`src/hw/rtl/rbht_pkg.sv`:
```
package rbht_pkg;

  localparam int unsigned COORD_BITS_DEF = 13;

  // Two arcs are evaluated per point: one for the top edge, one for the bottom edge.
  localparam int unsigned ARC_LANES = 2;

  // Sideband carried along the root pipeline: point_y, bottom radius, top radius, flags.
  localparam int unsigned SIDE_W_DEF = 3 * COORD_BITS_DEF + 1;

  // Result payload: inside flag, top edge, bottom edge.
  localparam int unsigned OUT_W_DEF = 2 * COORD_BITS_DEF + 1;

  localparam int unsigned CFG_IDX_W = 3;

  typedef enum logic [CFG_IDX_W-1:0] {
    CFG_BOX_WIDTH           = 3'd0,
    CFG_BOX_HEIGHT          = 3'd1,
    CFG_RADIUS_TOP_LEFT     = 3'd2,
    CFG_RADIUS_TOP_RIGHT    = 3'd3,
    CFG_RADIUS_BOTTOM_LEFT  = 3'd4,
    CFG_RADIUS_BOTTOM_RIGHT = 3'd5
  } cfg_reg_e;

  typedef struct packed {
    logic col_in;   // point_x lies within 0 .. box_width-1
    logic bot_arc;  // a bottom corner shapes this column
  } rbht_flags_t;

endpackage

```
`src/hw/rtl/rbht_prep.sv`:
```
module rbht_prep #(
  parameter int unsigned COORD_BITS = rbht_pkg::COORD_BITS_DEF
) (
  input  logic                          clk_i,
  input  logic                          rst_ni,
  input  logic                          en_i,
  input  logic                          vld_i,
  input  logic signed [COORD_BITS:0]    point_x_i,
  input  logic signed [COORD_BITS:0]    point_y_i,
  input  logic [COORD_BITS-1:0]         box_width_i,
  input  logic [COORD_BITS-2:0]         radius_tl_i,
  input  logic [COORD_BITS-2:0]         radius_tr_i,
  input  logic [COORD_BITS-2:0]         radius_bl_i,
  input  logic [COORD_BITS-2:0]         radius_br_i,
  output logic                          vld_o,
  output rbht_pkg::rbht_flags_t         flags_o,
  output logic signed [COORD_BITS:0]    point_y_o,
  output logic [COORD_BITS-2:0]         r_top_o,
  output logic [COORD_BITS-2:0]         r_bot_o,
  output logic [2*COORD_BITS-3:0]       rad_top_o,
  output logic [2*COORD_BITS-3:0]       rad_bot_o
);
  import rbht_pkg::*;

  localparam int unsigned RW = COORD_BITS - 1;
  localparam int unsigned SW = 2 * RW;

  // Stage A: registered input point.
  logic                       vld_a_q;
  logic signed [COORD_BITS:0] x_a_q, y_a_q;

  logic [COORD_BITS-1:0] xu, wx;
  logic                  tl_hit, tr_hit, bl_hit, br_hit;
  logic [RW-1:0]         m_tl, m_tr, m_bl, m_br;
  rbht_flags_t           flags_b_d;
  logic [RW-1:0]         rt_b_d, mt_b_d, rb_b_d, mb_b_d;

  // Stage B: chosen corner radius and distance from the arc center.
  logic                       vld_b_q;
  rbht_flags_t                flags_b_q;
  logic signed [COORD_BITS:0] y_b_q;
  logic [RW-1:0]              rt_b_q, mt_b_q, rb_b_q, mb_b_q;

  // Stage C: squares.
  logic                       vld_c_q;
  rbht_flags_t                flags_c_q;
  logic signed [COORD_BITS:0] y_c_q;
  logic [RW-1:0]              rt_c_q, rb_c_q;
  logic [SW-1:0]              rrt_c_q, mmt_c_q, rrb_c_q, mmb_c_q;

  // Stage D: radicands r*r - dx*dx.
  logic                       vld_d_q;
  rbht_flags_t                flags_d_q;
  logic signed [COORD_BITS:0] y_d_q;
  logic [RW-1:0]              rt_d_q, rb_d_q;
  logic [SW-1:0]              radt_d_q, radb_d_q;

  assign xu = x_a_q[COORD_BITS-1:0];
  assign wx = box_width_i - xu;

  assign tl_hit = (radius_tl_i != '0) && (xu <= {1'b0, radius_tl_i});
  assign bl_hit = (radius_bl_i != '0) && (xu <= {1'b0, radius_bl_i});
  assign tr_hit = (radius_tr_i != '0) && (wx <= {1'b0, radius_tr_i});
  assign br_hit = (radius_br_i != '0) && (wx <= {1'b0, radius_br_i});

  // Left arc: |x - r| = r - x. Right arc: x - (w - r - 1) = r + 1 - (w - x).
  assign m_tl = radius_tl_i - xu[RW-1:0];
  assign m_bl = radius_bl_i - xu[RW-1:0];
  assign m_tr = radius_tr_i - wx[RW-1:0] + RW'(1);
  assign m_br = radius_br_i - wx[RW-1:0] + RW'(1);

  // A column with no corner gets r = 0, which yields a zero root and a zero top edge.
  always_comb begin
    flags_b_d.col_in  = !x_a_q[COORD_BITS] && (xu < box_width_i);
    flags_b_d.bot_arc = bl_hit || br_hit;
    if (tl_hit) begin
      rt_b_d = radius_tl_i;
      mt_b_d = m_tl;
    end else if (tr_hit) begin
      rt_b_d = radius_tr_i;
      mt_b_d = m_tr;
    end else begin
      rt_b_d = '0;
      mt_b_d = '0;
    end
    if (bl_hit) begin
      rb_b_d = radius_bl_i;
      mb_b_d = m_bl;
    end else if (br_hit) begin
      rb_b_d = radius_br_i;
      mb_b_d = m_br;
    end else begin
      rb_b_d = '0;
      mb_b_d = '0;
    end
  end

  always_ff @(posedge clk_i or negedge rst_ni) begin
    if (!rst_ni) begin
      vld_a_q <= 1'b0;
      vld_b_q <= 1'b0;
      vld_c_q <= 1'b0;
      vld_d_q <= 1'b0;
    end else if (en_i) begin
      vld_a_q <= vld_i;
      vld_b_q <= vld_a_q;
      vld_c_q <= vld_b_q;
      vld_d_q <= vld_c_q;
    end
  end

  always_ff @(posedge clk_i) begin
    if (en_i) begin
      x_a_q     <= point_x_i;
      y_a_q     <= point_y_i;

      flags_b_q <= flags_b_d;
      y_b_q     <= y_a_q;
      rt_b_q    <= rt_b_d;
      mt_b_q    <= mt_b_d;
      rb_b_q    <= rb_b_d;
      mb_b_q    <= mb_b_d;

      flags_c_q <= flags_b_q;
      y_c_q     <= y_b_q;
      rt_c_q    <= rt_b_q;
      rb_c_q    <= rb_b_q;
      rrt_c_q   <= SW'(rt_b_q) * SW'(rt_b_q);
      mmt_c_q   <= SW'(mt_b_q) * SW'(mt_b_q);
      rrb_c_q   <= SW'(rb_b_q) * SW'(rb_b_q);
      mmb_c_q   <= SW'(mb_b_q) * SW'(mb_b_q);

      flags_d_q <= flags_c_q;
      y_d_q     <= y_c_q;
      rt_d_q    <= rt_c_q;
      rb_d_q    <= rb_c_q;
      radt_d_q  <= rrt_c_q - mmt_c_q;
      radb_d_q  <= rrb_c_q - mmb_c_q;
    end
  end

  assign vld_o     = vld_d_q;
  assign flags_o   = flags_d_q;
  assign point_y_o = y_d_q;
  assign r_top_o   = rt_d_q;
  assign r_bot_o   = rb_d_q;
  assign rad_top_o = radt_d_q;
  assign rad_bot_o = radb_d_q;

endmodule

```
`config.mk`:
```
export PLATFORM = sky130hd
export DESIGN_NAME = rbht_prep
export DESIGN_NICKNAME = d
export VERILOG_FILES = /design/src/hw/rtl/rbht_pkg.sv /design/src/hw/rtl/rbht_prep.sv
export SDC_FILE = /design/constraint.sdc
export NUM_CORES = 1
export LEC_CHECK = 0
export BUFFER_PORTS_ARGS = -buffer_cell sky130_fd_sc_hd__clkbuf_2
export CAP_MARGIN = 20
export CORE_ASPECT_RATIO = 2
export CORE_MARGIN = 3
export CORE_UTILIZATION = 55
export CTS_CLUSTER_DIAMETER = 150
export DETAILED_ROUTE_END_ITERATION = 8
export PLACE_DENSITY = 0.85
export SLEW_MARGIN = 25
export SYNTH_ARGS = -nofsm -noshare
export SYNTH_HDL_FRONTEND = slang
export SYNTH_SLANG_ARGS = --single-unit
```
`constraint.sdc`:
```
create_clock -name clk_i -period 5.4 [get_ports clk_i]
set_clock_uncertainty 0.2 [all_clocks]
set_input_delay 1.08 -clock clk_i [delete_from_list [all_inputs] [get_ports clk_i]]
set_output_delay 1.08 -clock clk_i [all_outputs]
set_load 0.005 [all_outputs]
```
# After elaboration in Yosys (flattened, before gate mapping)
# Index checks and enable logic that the tools add are counted.
[word_totals] ff_bits=320 word_cells=66
[op_classes] n_reduce_logical=11 muxes=8 mul=4 order_cmp=5 n_addsub=9
[ops] cell="$mul 12x12->24" n=4
[ops] cell="$mux 12" n=8
[ops] cell="$le 13x12->1" n=4
[ops] cell="$reduce_bool 12->1" n=4
[ops] cell="$sub 12x12->12" n=4
[ops] cell="$sub 24x24->24" n=2
[ops] cell="$add 12x1->12 const B" n=2
[ops] cell="$lt 13x13->1" n=1
[ops] cell="$sub 13x13->13" n=1
[ops] cell="$logic_and 1x1->1" n=5
[ops] cell="$logic_not 1->1" n=1
[ops] cell="$logic_or 1x1->1" n=1

# Depth between registers and ports, before layout
# Gate-level depths: netlist (run 1).
[depth] word_depth=5 mapped_depth=22 mapped_depth_nobuf=21

# Worst setup path after synthesis (run 1)
# OpenSTA, ideal clock, no wires.
[synth_path] path_kind="reg2reg" from="register mt_b_q[6]" to="register mmt_c_q[23], data pin" path_buffers=1 setup_slack_ns=-0.374 arrival_time_ns=5.315 required_time_ns=4.941 stages_incl_launch_ff=22 cell_sequence="edfxtp_1 -> clkbuf_1 -> nand2_1 -> inv_1 -> fa_1 -> fa_1 -> inv_1 -> fa_1 -> inv_1 -> fa_1 -> inv_1 -> fa_1 -> inv_1 -> ha_1 -> a2111oi_0 -> o21ai_1 -> a311o_1 -> a31oi_1 -> a21oi_1 -> a41oi_1 -> mux2i_1 -> nor2_1"
[synth_via] elab_chain_cells=1
[synth_rtl] item="start: declaration" line_no="rbht_prep.sv:42" rtl="logic [RW-1:0] rt_b_q, mt_b_q, rb_b_q, mb_b_q;"
[synth_rtl] item="start signal: assignment" line_no="rbht_prep.sv:120" rtl="mt_b_q <= mt_b_d;"
[synth_rtl] item="$mul 12x12->24" line_no="rbht_prep.sv:129" rtl="mmt_c_q <= SW'(mt_b_q) * SW'(mt_b_q);"
[synth_rtl] item="end signal: assignment" line_no="rbht_prep.sv:129"
[synth_rtl] item="end: declaration" line_no="rbht_prep.sv:49" rtl="logic [SW-1:0] rrt_c_q, mmt_c_q, rrb_c_q, mmb_c_q;"
# No other way between the ends.
# A chain may end at the register's enable or synchronous reset.

# Final worst setup path (run 1)
[layout_path] from="register mb_b_q[4]" to="register mmb_c_q[21], data pin"
[layout_via] elab_chain_cells=1
[layout_rtl] item="start: declaration" line_no="rbht_prep.sv:42"
[layout_rtl] item="start signal: assignment" line_no="rbht_prep.sv:122" rtl="mb_b_q <= mb_b_d;"
[layout_rtl] item="$mul 12x12->24" line_no="rbht_prep.sv:131" rtl="mmb_c_q <= SW'(mb_b_q) * SW'(mb_b_q);"
[layout_rtl] item="end signal: assignment" line_no="rbht_prep.sv:131"
[layout_rtl] item="end: declaration" line_no="rbht_prep.sv:49"
# No other way between the ends.

==> summary.txt, run 1 <==
Run status
  – Status: finished, violations left
  – Violated checks: negative setup slack

Layout
  – Area grow syn2layout: 19.5%
  – Post-route design area: 37,900 um^2
  – Filler instances: 4,083
  – Layout cells sized above 1: 22.6%
  – Final Net Count: 4,339
  – Final Non-Filler Cells: 4,301
  – Ant diodes: 0

Worst setup path
  – Worst Path Required: around 5.6 ns
  – Crit Path Category: register to register
  – Critical Path Source: mb_b_q[4]
  – Critical path, cell by cell: buf_4 -> buf_4 -> buf_6 -> inv_1 -> ha_1 -> xor2_1 -> fa_1 -> inv_1 -> fa_1 -> fa_1 -> inv_1 -> fa_1 -> inv_1 -> ha_4 -> nor3_1 -> o21ai_1 -> a221oi_2 -> o211ai_1 -> buf_4 -> a31o_4 -> a21oi_4 -> xnor2_1
  – R2R setup slack: -0.21 ns
  – RR Endpoint: mmb_c_q[21]
  – Critical Path Sink: mmb_c_q[21]
  – Slowest cell on crit path: fa_1
  – Crit path arrival time: 5.77 ns
  – RR Startpoint: mb_b_q[4]
  – Critical Path Source Type: register
  – Worst setup EP type: register
  – Worst R2R Path Depth: 22
  – Peak fanout along the critical path: 7
  – Worst path buffer plus inverter count: 8
  – Family with the most delay on the worst path: adder cells
  – WP depth: 22
  – CP peak stage delay: ~0.56 ns

Global route
  – GRT Total Usage: 25.6%
  – Vias in the first global route: around 26k
  – Largest net degree at the start of global routing: 88
  – Total gr overflow: 0
  – Initial antenna violation count: 1
  – First-pass GRT wire length: between 100,000 and 150,000 um

Floorplanning
  – Die H: 345 um
  – Core ar.: 56,600 um^2
  – Die span in x: between 150 and 200 um
  – Area of the die: 60,700 um^2
  – Top Ports: 182
  – Cell Rows: 123
  – Initial Util: 55.9%

Synth
  – Ys Warns: 0
  – Share of the yosys chip area belonging to registers: 29.7%
  – Ys async rst share: 1.27%
  – Synth Net Count: 3,875
  – Netlist cell types: between 70 and 80
  – Cells after Synth: 3,063
  – Yosys reg bits: between 300 and 400
  – Number of flops mapped to enable cells by yosys: 310
  – Avg Synthesized Cell Area: between 10 and 15 um^2
  – Synthesized cell area: 31,700 um^2
  – Most common flop cell mapped by yosys: edfxtp_1

Timing
  – Final hold vios: 0
  – Crit share post-route: 104%
  – Final setup viols: 16
  – Setup TNS: -1.54 ns
  – RSZ-0062 raised after global routing: yes
  – Final max-slew violation count: 0
  – Slew HR: approximately half
  – Worst-margin pin slew: 0.730 ns
  – Final Critical Period: 5.61 ns
  – Final WS setup: -0.208 ns
  – Fmax: 178 MHz

CTS
  – CTS root buf: clkbuf_16
  – Number of buffers created by CTS: 30
  – H-tree lvl count: 1
  – CTS tree: done
  – Worst skew pair latency: 0.62 ns
  – Clk sink count: around 310
  – Worst-path clk slew: 0.08 ns
  – Maximum clock insertion buffer count: 3

Flow run
  – Reported max-cap violation count: 0

Detailed routing
  – Post-DR wirelength/cell: 19.4 um
  – ANT nets after route: 0
  – Routed WL: 83,400 um
  – Post-route DRC: 0
  – DRT Pass-1 Iters: 7
  – Vias per std cell: 5.63
  – DR vias: 24.2k
  – Drt first-iter violations: 1,506

Place
  – Pre-CTS setup slack: -0.308 ns
  – Placed cells: 4,155
  – DP HPWL: 62,600 um
  – Dpl cell area: 35,100 um^2
  – Number of port buffers: 181
  – GPL Wtd Cong: 0.965

Worst hold path
  – HP Class: input port to asynchronous set/reset pin
## synth_stat cells (10+ instances only)
master       n  area share, %
o21bai_1    12           0.28
a211oi_1    19           0.45
a21oi_1    107            1.7
edfxtp_1   310             29
a31oi_1     11           0.22
nor3_1      35           0.55
nor4_1      24           0.47
a21o_1      43            1.0
and3_1      14           0.28
nand2b_1    24           0.47
nor2b_1     38           0.75
nor2_1     104            1.2
a2111oi_0   12           0.33
clkbuf_1    57           0.68
fa_1       321             20
or3_1       12           0.24
o21a_1      23           0.54
xor2_1      45            1.2
a21boi_0    10           0.24
nand3_1     32           0.51
o21ai_0     79            1.2
inv_1      674            8.0
nand2_1    164            1.9
xnor2_1    120            3.3
and2_1     178            3.5
nand4_1     19           0.38
ha_1       398             16
a22o_1      46            1.3
or2_2       12           0.24
## flip-flops by register name, summed over array words and instances, names as in the netlist, 22 cells and up
name	flops
rrb_c_q	22
rrt_c_q	22
rad_top_o	24
mmt_c_q	23
rad_bot_o	24
mmb_c_q	23
## cells by family after synthesis
group                    count (synthesis)  share of synthesized area [%]
flip-flops                             314                           29.7
buffers and inverters                  740                           8.82
multiplexers                            10                          0.348
AND/OR/NAND/NOR                        678                           11.2
AO/OA/AOI/OAI                          437                           9.42
XOR/XNOR                               165                           4.56
adder cells (fa/ha/maj)                719                           36.0
## per-layer routing
metal  share of wire [%]  wire, um  vias up  GRT usage, %
met5               0.019        16        -             0
met4                 8.8      7380        2          17.6
met3                 4.5      3740      424          3.01
met2                  55     46000      965          50.2
met1                  32     26300    11828          23.9
li1                    -         -    11006             -
## cells in the final DEF, fill, tap and decap left out, types with 16 or more instances in the layout
cell / count
clkbuf_2: 180
and2_1: 149
a211oi_1: 17
edfxtp_1: 310
fa_2: 23
nand2_1: 150
buf_6: 31
a21oi_2: 16
o21a_1: 23
nand3_1: 29
fa_1: 298
nor4_1: 24
nor2b_1: 37
a22o_1: 46
a21o_1: 43
xor2_1: 43
inv_1: 627
a21oi_1: 90
o21ai_0: 64
inv_2: 46
nand4_1: 19
ha_1: 367
nor2_1: 96
clkbuf_16: 30
ha_4: 26
and2_4: 28
nand2b_1: 24
xnor2_1: 117
nor3_1: 32
buf_4: 282
## area by class of cell
cell class	instances	area (um^2)	area share, %
clock inverters	25	315	0.833
clock buffers	31	754	1.99
well taps	750	938	2.48
flip-flops and latches	314	9410	24.8
repair buffers	498	3460	9.14
multi-input cells	2009	20500	54.0
inverters	674	2530	6.69
## metrics by stage
step                      utilization, %  hold slack [ns]
after floorplan                        -            0.200
after global placement              62.0            0.200
after detailed placement            62.0            0.205
after CTS                           65.0           0.0334
after global routing                66.9           0.0519
final                               66.9           0.0693
## worst min-delay path by stage
stage | startpoint | endpoint | slack (ns) | cells after the start
6_report | rst_ni | vld_c_q | 0.07 | 1
5_1_grt | rst_ni | vld_o | 0.05 | 1
4_1_cts | rst_ni | vld_c_q | 0.03 | 1
3_5_place_dp | y_c_q[13] | point_y_o[13] | 0.20 | 0
3_3_place_gp | y_a_q[11] | y_b_q[11] | 0.20 | 0
2_1_floorplan | flags_b_q[0] | flags_c_q[0] | 0.20 | 0
## what timing repair did
item                                    4_1_cts  5_1_grt
resized for setup                            79      187
hold buffers                                  0        0
pin swaps                                    59      120
setup buffers                                42       56
endpoints found under the setup margin       23       35
Power of run 1 is not shown: default switching activity piles up to over one toggle a cycle in this logic, so the estimate is an artifact.
==> run 2, diff against run 1 <==
Settings changed: CELL_PAD_IN_SITES_DETAIL_PLACEMENT from default to 0, CELL_PAD_IN_SITES_GLOBAL_PLACEMENT from default to 1, CORE_UTILIZATION 55 to 46, PLACE_DENSITY 0.85 to 0.88.
==> summary.txt, run 2 (synthesized netlist as in run 1, its figures left out) <==
Layout
  – Post-route design area: 37,400 um^2 (-1.2%)
  – Layout cells sized above 1: 20.4% (-2.2 points)
  – Final Net Count: 4,295 (-1.0%)
  – Filler instances: 5,986 (+47%)
  – Area grow syn2layout: 18.1%
  – Final Util: 55.1% (-12 points)
  – Most frequent cells in the layout: inv_1 (645), ha_1 (373), edfxtp_1 (310)
  – Commonest non-fill, non-tap cell in the layout: inv_1

Flow run
  – Reported max-cap violation count: 0 (unchanged)

Timing
  – Fmax: 177 MHz (-0.47%)
  – Final WS setup: -0.235 ns (-0.0263 ns)
  – Setup TNS: -0.844 ns (+0.693 ns)
  – Final Critical Period: 5.63 ns (+0.0263 ns)
  – Final hold slack: 0.0612 ns (-0.00811 ns)
  – Final hold vios: 0 (unchanged)
  – Final max-slew violation count: 0 (unchanged)
  – RSZ-0062 raised after global routing: yes
  – Final setup viols: 5 (-11)
  – Worst-margin pin slew: 0.767 ns (+0.0368 ns)
  – Crit share post-route: 104% (+0.49 points)
  – Slew HR: 48.9% (-2.5 points)

Floorplanning
  – Initial Util: 46.7% (-9.3 points)
  – Core ar.: 67,900 um^2 (+20%)
  – Area of the die: 72,300 um^2 (+19%)
  – Die span in x: 192 um (+9.0%)
  – Die H: 377 um (+9.2%)
  – Cell Rows: 135 (+9.8%)
  – Top Ports: 182 (unchanged)

CTS
  – Worst skew pair latency: 0.62 ns (about the same)
  – CTS root buf: clkbuf_16
  – Worst-path clk slew: 0.08 ns (about the same)
  – Clk sink count: 314 (unchanged)
  – Number of buffers created by CTS: 31 (+3.3%)
  – H-tree lvl count: 1 (unchanged)
  – Hold buffers post-CTS: 0 (unchanged)
  – CTS tree: done
  – Maximum clock insertion buffer count: 3 (unchanged)

Run status
  – Status: finished, violations left
  – Violated checks: negative setup slack

Worst setup path
  – RR Startpoint: rt_b_q[5]
  – Crit Path Category: register to register
  – Worst Path Required: 5.56 ns (about the same)
  – Critical Path Source Type: register
  – Peak fanout along the critical path: 5 (-2)
  – Crit path arrival time: 5.79 ns (+0.02 ns)
  – Critical Path Source: rt_b_q[5]
  – Worst setup EP type: register

Place
  – DP HPWL: 63,100 um (+0.85%)
  – Dpl cell area: 35,300 um^2 (+0.36%)
  – Number of port buffers: 181 (unchanged)
  – GPL Wtd Cong: 0.925 (-4.1%)

Detailed routing
  – Post-route DRC: 0 (unchanged)
  – Post-DR wirelength/cell: 17.3 um (-11%)
  – ANT nets after route: 0 (unchanged)
  – Vias per std cell: 5.22 (-7.3%)
  – DR vias: 23.0k (-5.2%)
  – Routed WL: 76,000 um (-8.9%)
  – DRT Pass-1 Iters: 5 (-2)
  – Drt first-iter violations: 781 (-48%)

Global route
  – First-pass GRT wire length: 121,000 um (-2.5%)
  – Met2 GRT Util: 42.0% (-8.2 points)
  – Most used routing layer: met2
  – Total gr overflow: 0 (unchanged)
  – Met3 usage: 1.91% (-1.1 points)
  – M1 GR Usage: 20.7% (-3.2 points)
  – Vias in the first global route: 24.6k (-3.8%)
  – Largest net degree at the start of global routing: 94 (+6.8%)
  – Initial antenna violation count: 1 (unchanged)
  – GRT Total Usage: 21.2% (-4.4 points)

Worst hold path
  – HP Class: input port to asynchronous set/reset pin
==> run 2: cell count changes in the layout (fill, tap and decap cells not counted), sizes merged <==
cell and change:
diode +2, bufinv -4, buf -45, inv +1
clkinvlp +2, clkinv +2
==> run 2: worst paths after layout <==
kind	to	slack, ns	depth (start not counted)
max	rrt_c_q[23]	-0.23	18
min	vld_o	0.06	1
max reg2reg	rrt_c_q[23]	-0.23	18
min reg2reg	y_c_q[0]	0.21	0
max in group asynchronous	vld_c_q	4.82	1
min in group clk_i	y_c_q[0]	0.21	0
==> run 2: repair_timing <==
action                                  4_1_cts  5_1_grt
setup buffers                                29       22
resized for setup                            70      133
pin swaps                                    47       86
endpoints found under the setup margin       20       30
==> run 2: area by class of cell <==
type | instances | area [um^2] | area share [%]
Sequential cell | 314 | 9410 | 25.1
Tap cell | 890 | 1110 | 2.98
Multi-Input combinational cell | 2009 | 20300 | 54.2
Timing Repair Buffer | 453 | 3060 | 8.17
Antenna cell | 2 | 5.00 | 0.0134
Clock inverter | 26 | 236 | 0.632
Clock buffer | 31 | 776 | 2.07
Inverter | 674 | 2530 | 6.76
==> run 2: per-layer routing <==
layer | routed length (um) | share of wire [%]
met1 | 25000 | 33
met2 | 43300 | 57
met3 | 2590 | 3.4
met4 | 5000 | 6.6
met5 | 0 | 0
==> run 2: stage by stage <==
step | std cells | worst slack, ns
after floorplan | 3063 | -0.0722
after global placement | 4292 | -0.274
after detailed placement | 4292 | -0.345
after CTS | 4378 | -0.190
after global routing | 4397 | -0.444
final | 4399 | -0.235
==> run 2: worst max-delay path, cell delays in order, from the launching register on <==
cell	delay, ns
edfxtp_1	0.50
buf_4	0.19
and2_4	0.13
buf_4	0.13
fa_1	0.42
fa_1	0.51
fa_1	0.44
fa_1	0.56
inv_2	0.04
fa_1	0.52
inv_2	0.05
ha_4	0.27
nand3_4	0.07
or4b_4	0.51
a311oi_2	0.26
o21a_1	0.19
o21ai_2	0.07
a31oi_1	0.20
xnor2_1	0.11
Power of run 2 is left out for the same reason.
